===== config.mk =====
export PLATFORM = sky130hd
export DESIGN_NAME = permutation_rearrangement_engine
export DESIGN_NICKNAME = d
export VERILOG_FILES = /design/src/hdl/pre_pkg.sv /design/src/hdl/permutation_rearrangement_engine.sv /design/src/hdl/pre_ram.sv
export SDC_FILE = /design/constraint.sdc
export NUM_CORES = 2
export LEC_CHECK = 0
export ABC_AREA = 1
export BUFFER_PORTS_ARGS = -buffer_cell sky130_fd_sc_hd__buf_2
export CAP_MARGIN = 20
export CORE_ASPECT_RATIO = 0.7
export CORE_MARGIN = 1
export CORE_UTILIZATION = 50
export CTS_CLUSTER_DIAMETER = 150
export CTS_CLUSTER_SIZE = 30
export DETAILED_ROUTE_END_ITERATION = 16
export PLACE_DENSITY_LB_ADDON = 0.12
export SLEW_MARGIN = 20
export SYNTH_ARGS = -nofsm -noshare
export SYNTH_HDL_FRONTEND = slang
export SYNTH_SLANG_ARGS = --single-unit

===== constraint.sdc =====
create_clock -name clk -period 6.65 [get_ports clk]
set_clock_uncertainty 0.2 [all_clocks]
set_input_delay 1.33 -clock clk [delete_from_list [all_inputs] [get_ports clk]]
set_output_delay 1.33 -clock clk [all_outputs]
set_load 0.02 [all_outputs]

===== src/hdl/pre_pkg.sv =====
// Package for the permutation rearrangement engine: sizes, opcodes and
// address helpers. No dependencies; used by the top level.
package pre_pkg;

	localparam int MAX_ELEMENTS = 64;
	localparam int ADDR_W       = $clog2(MAX_ELEMENTS);
	localparam int POS_W        = 7;
	localparam int VAL_W        = 8;
	localparam int OP_W         = 3;
	localparam int CFG_IDX_W    = 1;
	localparam int CFG_W        = 7;

	localparam logic [CFG_IDX_W-1:0] REG_PERM_SIZE   = 1'd0;
	localparam logic [CFG_IDX_W-1:0] REG_SIGNED_MODE = 1'd1;

	typedef enum logic [OP_W-1:0] {
		OP_LOAD     = 3'd0,
		OP_READ     = 3'd1,
		OP_REV      = 3'd2,
		OP_PRE_REV  = 3'd3,
		OP_SUF_REV  = 3'd4,
		OP_TRANSP   = 3'd5,
		OP_PRE_TRSP = 3'd6,
		OP_SUF_TRSP = 3'd7
	} opcode_t;

	// 1-based position or magnitude to a store address
	function automatic logic [ADDR_W-1:0] to_addr(input logic [VAL_W-1:0] p);
		logic [VAL_W-1:0] d;
		begin
			d = p - 8'd1;
			return d[ADDR_W-1:0];
		end
	endfunction

	// magnitude of a signed element, as unsigned
	function automatic logic [VAL_W-1:0] mag(input logic [VAL_W-1:0] v);
		return v[VAL_W-1] ? (~v + 8'd1) : v;
	endfunction

endpackage


===== src/hdl/permutation_rearrangement_engine.sv =====
// Top level of the permutation rearrangement engine: element, inverse and
// scratch stores plus the sequencer. Depends on pre_pkg and pre_ram.
//
// Usage: a word is taken when start is high and busy is low; its result
// shows on read_value, read_inverse and status for one cycle with done high,
// and must be captured then, as the block cannot be stalled. Load and
// rejected words raise done straight from idle; a read first passes through
// ST_RDWAIT. A reversal or transposition first copies its range word by word
// to a scratch store, then writes it back in its new order one position per
// cycle, since each store has a single read and write port. The user must
// write size and signed mode through cfg_we/cfg_index/cfg_wdata only while
// the block is idle; the block itself does not enforce this.
module permutation_rearrangement_engine (
	input  logic                                 clk,
	input  logic                                 arst_n,
	input  logic                                 start,
	output logic                                 busy,
	output logic                                 done,
	input  logic [pre_pkg::OP_W-1:0]             opcode,
	input  logic [pre_pkg::POS_W-1:0]            pos_a,
	input  logic [pre_pkg::POS_W-1:0]            pos_b,
	input  logic [pre_pkg::POS_W-1:0]            pos_c,
	input  logic signed [pre_pkg::VAL_W-1:0]     load_value,
	output logic signed [pre_pkg::VAL_W-1:0]     read_value,
	output logic signed [pre_pkg::VAL_W-1:0]     read_inverse,
	output logic                                 status,
	input  logic                                 cfg_we,
	input  logic [pre_pkg::CFG_IDX_W-1:0]        cfg_index,
	input  logic [pre_pkg::CFG_W-1:0]            cfg_wdata
);
	import pre_pkg::*;

	typedef enum logic [2:0] {
		ST_IDLE, ST_RDWAIT, ST_COPY, ST_GAP, ST_MOVE, ST_FIN
	} state_t;

	state_t state_q;

	logic [POS_W-1:0] perm_size_q;
	logic             signed_mode_q;

	logic [POS_W-1:0] t_q, lo_q, hi_q, split_q, off_q, len_q;
	logic [VAL_W-1:0] sum_q;
	logic             rev_q, neg_q;

	logic             cp_v_s1, mv_v_s1;
	logic [POS_W-1:0] cp_pos_s1, mv_pos_s1;

	logic [VAL_W-1:0] elem_rdata, inv_rdata, scr_rdata;

	// decode of the incoming word
	opcode_t          op;
	logic             accept, bad_c, rev_c, load_we;
	logic [VAL_W-1:0] a8, b8, c8, n8, n1, lv_mag;
	logic [VAL_W-1:0] lo_c, hi_c, ii, jj, kk;

	assign op     = opcode_t'(opcode);
	assign accept = start && (state_q == ST_IDLE);
	assign busy   = (state_q != ST_IDLE);

	always_comb begin
		a8     = {1'b0, pos_a};
		b8     = {1'b0, pos_b};
		c8     = {1'b0, pos_c};
		n8     = (perm_size_q > POS_W'(MAX_ELEMENTS)) ? VAL_W'(MAX_ELEMENTS)
		                                              : {1'b0, perm_size_q};
		n1     = n8 + 8'd1;
		lv_mag = mag(load_value);
		bad_c  = 1'b1;
		rev_c  = 1'b1;
		lo_c   = a8;
		hi_c   = b8;
		ii     = a8;
		jj     = b8;
		kk     = c8;
		unique case (op)
			OP_LOAD: begin
				bad_c = !(a8 >= 8'd1 && a8 <= n8 && lv_mag >= 8'd1 && lv_mag <= n8
				          && !(load_value[VAL_W-1] && !signed_mode_q));
			end
			OP_READ: begin
				bad_c = !(a8 >= 8'd1 && a8 <= n8);
			end
			OP_REV: begin
				bad_c = !(a8 >= 8'd1 && a8 <= b8 && b8 <= n8);
			end
			OP_PRE_REV: begin
				bad_c = !(b8 >= 8'd1 && b8 <= n8);
				lo_c  = 8'd1;
			end
			OP_SUF_REV: begin
				bad_c = !(b8 >= 8'd1 && b8 <= n8);
				lo_c  = b8;
				hi_c  = n8;
			end
			OP_TRANSP: begin
				bad_c = !(a8 >= 8'd1 && a8 < b8 && b8 < c8 && c8 <= n1);
				rev_c = 1'b0;
			end
			OP_PRE_TRSP: begin
				bad_c = !(b8 > 8'd1 && b8 < c8 && c8 <= n1);
				rev_c = 1'b0;
				ii    = 8'd1;
			end
			OP_SUF_TRSP: begin
				bad_c = !(a8 >= 8'd1 && a8 < b8 && b8 < n1);
				rev_c = 1'b0;
				kk    = n1;
			end
			default: begin
				bad_c = 1'b1;
			end
		endcase
		if (!rev_c) begin
			lo_c = ii;
			hi_c = kk - 8'd1;
		end
	end

	assign load_we = accept && (op == OP_LOAD) && !bad_c;

	// source position for the write-back pass
	logic [VAL_W-1:0] src;
	always_comb begin
		if (rev_q) begin
			src = sum_q - {1'b0, t_q};
		end else if (t_q < split_q) begin
			src = {1'b0, t_q} + {1'b0, off_q};
		end else begin
			src = {1'b0, t_q} - {1'b0, len_q};
		end
	end

	// write-back stage: value moved, optionally negated
	logic [VAL_W-1:0] mv_val, mv_mag, mv_pos8, mv_inv, ld_inv;
	logic             mv_inv_ok;
	always_comb begin
		mv_val    = (rev_q && neg_q) ? (8'd0 - scr_rdata) : scr_rdata;
		mv_mag    = mag(mv_val);
		mv_inv_ok = (mv_mag >= 8'd1) && (mv_mag <= VAL_W'(MAX_ELEMENTS));
		mv_pos8   = {1'b0, mv_pos_s1};
		mv_inv    = mv_val[VAL_W-1] ? (8'd0 - mv_pos8) : mv_pos8;
		ld_inv    = load_value[VAL_W-1] ? (8'd0 - a8) : a8;
	end

	logic              elem_we, inv_we;
	logic [ADDR_W-1:0] elem_waddr, elem_raddr, inv_waddr;
	logic [VAL_W-1:0]  elem_wdata, inv_wdata;

	assign elem_we    = load_we || mv_v_s1;
	assign elem_waddr = mv_v_s1 ? to_addr(mv_pos8) : to_addr(a8);
	assign elem_wdata = mv_v_s1 ? mv_val : load_value;
	assign elem_raddr = (state_q == ST_COPY) ? to_addr({1'b0, t_q}) : to_addr(a8);

	assign inv_we    = load_we || (mv_v_s1 && mv_inv_ok);
	assign inv_waddr = mv_v_s1 ? to_addr(mv_mag) : to_addr(lv_mag);
	assign inv_wdata = mv_v_s1 ? mv_inv : ld_inv;

	pre_ram #(.WIDTH(VAL_W), .DEPTH(MAX_ELEMENTS)) u_elem (
		.clk   (clk),
		.we    (elem_we),
		.waddr (elem_waddr),
		.wdata (elem_wdata),
		.raddr (elem_raddr),
		.rdata (elem_rdata)
	);

	pre_ram #(.WIDTH(VAL_W), .DEPTH(MAX_ELEMENTS)) u_inv (
		.clk   (clk),
		.we    (inv_we),
		.waddr (inv_waddr),
		.wdata (inv_wdata),
		.raddr (to_addr(a8)),
		.rdata (inv_rdata)
	);

	pre_ram #(.WIDTH(VAL_W), .DEPTH(MAX_ELEMENTS)) u_scratch (
		.clk   (clk),
		.we    (cp_v_s1),
		.waddr (to_addr({1'b0, cp_pos_s1})),
		.wdata (elem_rdata),
		.raddr (to_addr(src)),
		.rdata (scr_rdata)
	);

	always_ff @(posedge clk or negedge arst_n) begin
		if (!arst_n) begin
			perm_size_q   <= POS_W'(MAX_ELEMENTS);
			signed_mode_q <= 1'b0;
		end else if (cfg_we) begin
			unique case (cfg_index)
				REG_PERM_SIZE:   perm_size_q   <= cfg_wdata;
				REG_SIGNED_MODE: signed_mode_q <= cfg_wdata[0];
				default: ;
			endcase
		end
	end

	// payload of the operation in flight
	always_ff @(posedge clk) begin
		if (accept) begin
			lo_q    <= lo_c[POS_W-1:0];
			hi_q    <= hi_c[POS_W-1:0];
			sum_q   <= lo_c + hi_c;
			split_q <= POS_W'(ii + kk - jj);
			off_q   <= POS_W'(jj - ii);
			len_q   <= POS_W'(kk - jj);
			rev_q   <= rev_c;
			neg_q   <= signed_mode_q;
		end
		cp_pos_s1 <= t_q;
		mv_pos_s1 <= t_q;
	end

	always_ff @(posedge clk or negedge arst_n) begin
		if (!arst_n) begin
			state_q      <= ST_IDLE;
			done         <= 1'b0;
			status       <= 1'b0;
			read_value   <= '0;
			read_inverse <= '0;
			t_q          <= '0;
			cp_v_s1      <= 1'b0;
			mv_v_s1      <= 1'b0;
		end else begin
			done    <= 1'b0;
			cp_v_s1 <= 1'b0;
			mv_v_s1 <= 1'b0;
			unique case (state_q)
				ST_IDLE: begin
					if (accept) begin
						read_value   <= '0;
						read_inverse <= '0;
						status       <= bad_c;
						if (bad_c || op == OP_LOAD) begin
							done <= 1'b1;
						end else if (op == OP_READ) begin
							state_q <= ST_RDWAIT;
						end else begin
							t_q     <= lo_c[POS_W-1:0];
							state_q <= ST_COPY;
						end
					end
				end
				ST_RDWAIT: begin
					done         <= 1'b1;
					read_value   <= elem_rdata;
					read_inverse <= inv_rdata;
					state_q      <= ST_IDLE;
				end
				ST_COPY: begin
					cp_v_s1 <= 1'b1;
					if (t_q == hi_q) begin
						state_q <= ST_GAP;
					end else begin
						t_q <= t_q + 7'd1;
					end
				end
				ST_GAP: begin
					// last scratch write lands here before the read-back starts
					t_q     <= lo_q;
					state_q <= ST_MOVE;
				end
				ST_MOVE: begin
					mv_v_s1 <= 1'b1;
					if (t_q == hi_q) begin
						state_q <= ST_FIN;
					end else begin
						t_q <= t_q + 7'd1;
					end
				end
				ST_FIN: begin
					done    <= 1'b1;
					state_q <= ST_IDLE;
				end
				default: begin
					state_q <= ST_IDLE;
				end
			endcase
		end
	end

endmodule


===== src/hdl/pre_ram.sv =====
// Generic single-write, single-read RAM with registered read data.
// No dependencies.
module pre_ram #(
	parameter int WIDTH = 8,
	parameter int DEPTH = 64
) (
	input  logic                     clk,
	input  logic                     we,
	input  logic [$clog2(DEPTH)-1:0] waddr,
	input  logic [WIDTH-1:0]         wdata,
	input  logic [$clog2(DEPTH)-1:0] raddr,
	output logic [WIDTH-1:0]         rdata
);

	logic [WIDTH-1:0] mem [DEPTH];

	always_ff @(posedge clk) begin
		if (we) begin
			mem[waddr] <= wdata;
		end
		rdata <= mem[raddr];
	end

endmodule

==> results.json <==
{
  "area_growth_syn_to_layout_pct": 6.148,
  "cts_resized": 0,
  "drive_above_1_share_pct": 6.289,
  "critical-path-top-delay-family": "simple AND/OR/NAND/NOR gates",
  "synth.area.mux_share_pct": 0.04832,
  "design.final.nets": 5860,
  "core_region_area_um2": 138400,
  "detailed_place.area_um2": 72440,
  "numClockSinks": 1646,
  "synth-edff-count": 1577,
  "min_tclk_post_route_ns": 5.152,
  "crit_path_max_incr_delay_ns": 0.81,
  "biggest_area_consumer_among_synthesized_cells": "sky130_fd_sc_hd__edfxtp_1",
  "quantity_of_hold_fixing_buffers_added_after_cts": 0,
  "hold_violations": 0,
  "grt_start_max_net_pins": 211,
  "power.density_cell_area_nw_per_um2": 490.6,
  "portBuffers": 62,
  "synth_xor_area_share_pct": 0.7284,
  "detail_route.drc_violations": 0,
  "max-cap-violations": 0,
  "ctsLongestPathBuffers": 3,
  "timing.critical_path.cells": "buf_2 > inv_1 > ha_1 > inv_1 > nor2_1 > inv_1 > o21ai_1 > xor2_1 > ha_1 > nand2_1 > a21oi_1 > o21ai_0 > nand2_1 > o31ai_1 > nand4_1 > nand2_2 > nand4_2 > nor2_1",
  "final-max-slew-violation-count": 0,
  "worst-endpoint-required_ns": 6.84,
  "asr_flop_ratio_synth_pct": 2.309,
  "wire_length_of_the_first_global_routing_pass_mm": 287.5,
  "netlist_cell_types": 57,
  "max_clock_freq_mhz": 194.1,
  "synthCells": 5812,
  "gr-total-overflow": 0,
  "cp_data_arrival_time_ns": 5.34,
  "finalCritPeriodShare_pct": 77.48,
  "initial_antenna_violation_count": 3,
  "cts_tree": "done",
  "gp_congestion": 0.9045,
  "synth-simple-area-share_pct": 11.52,
  "max_slew.worst_pin.slew_ns": 1.120,
  "crit_top_cell": "sky130_fd_sc_hd__inv_1",
  "finalCoreUtilization_pct": 53.64,
  "critical_path.startpoint_type": "input port",
  "place_hpwl_mm": 120.6,
  "net_count_synth": 5968,
  "clkSlewWorstSetupHoldPaths_ns": 0.12,
  "final_critical_path_setup_slack_ns": 1.498,
  "share_of_the_synthesized_area_in_compound_gates_ao_oa_aoi_oai_pct": 12.49,
  "outcome": "complete, no violations",
  "die_w_um": 448.9,
  "multiInputGateArea_um2": 19070,
  "number_of_buffers_created_by_cts": 60,
  "place_worst_setup_slack_ns": 0.8206,
  "min-delay-path-class": "reg2reg",
  "synth.yosys.seq_area_share_pct": 69.99,
  "critical_path.slowest_cell": "sky130_fd_sc_hd__nor2_1",
  "final-seq-area_um2": 48940,
  "post-synth-top-area-fraction_pct": 67.74,
  "htree_levels": 2,
  "syn_avg_cell_area_um2": 12.03,
  "synthAdderAreaFrac_pct": 2.123,
  "cts-root-buf": "sky130_fd_sc_hd__clkbuf_16",
  "cellLeakagePower_uw": 0.02440,
  "worst_ir_drop_vdd_mv": 1.203,
  "num_vias": 46733,
  "finalPower_uw": 36410,
  "synth_top_flop_cell": "sky130_fd_sc_hd__edfxtp_1",
  "drt-pass1-iter-count": 6,
  "crit_type": "in2reg",
  "detail-route-antenna-nets": 0,
  "drt_iter0_drc": 6211,
  "synth_seq_cells": 1646,
  "synth_top_family_by_area": "compound AO/OA/AOI/OAI gates",
  "placement_rows": 114,
  "ys_warn_count": 0,
  "grt_pass1_vias": 42835,
  "slew-limit-headroom_pct": 25.33,
  "dieArea_um2": 141300,
  "yosys-top-cells-area": "sky130_fd_sc_hd__edfxtp_1, sky130_fd_sc_hd__o21ai_0, sky130_fd_sc_hd__nor2_1, sky130_fd_sc_hd__nand2_1, sky130_fd_sc_hd__o22ai_1",
  "die_height_um": 314.9,
  "critPathCaptureType": "flip-flop",
  "worstSkewPairLatency_ns": 0.75,
  "critical_path.n_buffers_inverters": 4,
  "setup_viol": 0,
  "route.final.wire_length_mm": 197.2,
  "initial_utilization_pct": 50.53,
  "nFillCells": 11750,
  "wire_per_inst_um": 25.89,
  "routed_via_density": 6.136,
  "worst-path-max-fanout": 8,
  "grt_setup_unrepaired": "no",
  "design.portCount": 63,
  "setup-tns-final_ns": 0,
  "grtUsageTotal_pct": 27.17,
  "final_non_filler_cell_area_um2": 74210,
  "post_cts_buffers": 0,
  "summed_instance_area_of_the_synthesized_netlist_um2": 69910
}
==> worst reg2reg max path: cells and delay by family (launching register included) <==
| family | cells | cell delay, ns |
|---|---|---|
| AOI/OAI and AO/OA | 7 | 1.45 |
| DFF | 1 | 0.64 |
| adders and majority gates | 4 | 1.50 |
| buffers and inverters | 2 | 0.52 |
| and+or+nand+nor | 6 | 0.75 |
==> placed cells by master, fill, tap and decap left out, types with 21 or more instances in the layout <==
cell type	n
sky130_fd_sc_hd__edfxtp_1	1577
sky130_fd_sc_hd__nor2_1	1088
sky130_fd_sc_hd__o21ai_0	868
sky130_fd_sc_hd__nand2_1	457
sky130_fd_sc_hd__nand3_1	279
sky130_fd_sc_hd__o22ai_1	261
sky130_fd_sc_hd__inv_1	186
sky130_fd_sc_hd__o221ai_1	136
sky130_fd_sc_hd__ha_1	99
sky130_fd_sc_hd__buf_4	97
sky130_fd_sc_hd__o211ai_1	72
sky130_fd_sc_hd__clkbuf_16	61
sky130_fd_sc_hd__buf_2	61
sky130_fd_sc_hd__a21oi_1	57
sky130_fd_sc_hd__o21ai_1	51
sky130_fd_sc_hd__clkbuf_1	50
sky130_fd_sc_hd__xor2_1	37
sky130_fd_sc_hd__dfrtp_1	37
sky130_fd_sc_hd__o21bai_1	23
sky130_fd_sc_hd__dfxtp_1	23
sky130_fd_sc_hd__inv_2	21
sky130_fd_sc_hd__nand4_1	21
==> metrics by stage <==
| step | hold slack, ns | std cells |
|---|---|---|
| global placement | 0.2798 | 7498 |
| CTS | 0.2991 | 7612 |
| detailed placement | 0.2880 | 7498 |
| global route | 0.3316 | 7614 |
| finish | 0.2941 | 7616 |
| floorplan | 0.1716 | 5812 |
==> cell usage after synthesis, drive strengths merged, types with 39 or more instances <==
master / instances
a21oi: 57
buf: 59
clkbuf: 281
edfxtp: 1577
ha: 101
inv: 214
nand2: 473
nand3: 301
nor2: 1096
o211ai: 72
o21ai: 937
o221ai: 136
o22ai: 262
xor2: 39
==> metal layers <==
layer	track usage [%]	vias up	wire, um	share of wire, %
li1	-	21007	-	-
met1	42.74	23264	89110	45
met2	40.12	2258	86010	44
met3	3.898	204	18130	9.2
met4	5.655	0	3914	2.0
met5	0	-	0	0
==> kinds of logic (layout without fill, tap and decap cells) <==
family                   Yosys count  in the layout
flip-flops                      1646           1646
adder cells (fa/ha/maj)          112            112
AND/OR/NAND/NOR                 1927           1927
other                              0              4
AO/OA/AOI/OAI                   1512           1512
buffers and inverters            556            500
XOR/XNOR                          56             56
multiplexers                       3              3
==> power by group <==
group          switching (uW)  internal, uW
Combinational           13600          4910
Clock                    3090          1780
Sequential                240         12800
==> sequential cells by signal (all words and copies together) (netlist names), 3 cells and up <==
signal	count
u_inv.mem	512
len_q	6
u_elem.mem	512
perm_size_q	7
u_inv.rdata	8
read_inverse	8
lo_q	7
state_q	3
t_q	7
off_q	6
u_scratch.rdata	8
u_elem.rdata	8
split_q	7
u_scratch.mem	512
hi_q	7
mv_pos_s1	7
sum_q	6
read_value	8
==> final timing paths <==
path / start / end / slack, ns / cells after the start
max: load_value[0] / u_elem.mem[47][2]$_DFFE_PP_ / 1.50 / 18
min: u_inv.rdata[3]$_DFF_P_ / read_inverse[3]$_DFFE_PN0P_ / 0.29 / 2
max reg2reg: t_q[4]$_DFFE_PN0P_ / u_scratch.rdata[6]$_DFF_P_ / 1.56 / 19
min reg2reg: u_inv.rdata[3]$_DFF_P_ / read_inverse[3]$_DFFE_PN0P_ / 0.29 / 2
max in group asynchronous: arst_n / read_inverse[6]$_DFFE_PN0P_ / 5.24 / 2
min in group asynchronous: arst_n / signed_mode_q$_DFFE_PN0P_ / 0.51 / 2
==> layout make-up <==
class / instances / share of cell area [%]
sequential: 1646 / 65.95
clock buffer: 111 / 2.310
clock inverter: 3 / 0.06407
multi-input combinational: 3610 / 25.70
tap: 1856 / 3.129
antenna: 4 / 0.01349
inverter: 216 / 1.135
timing repair buffer: 170 / 1.705
No activity file was read; power rests on OpenSTA's default activity.
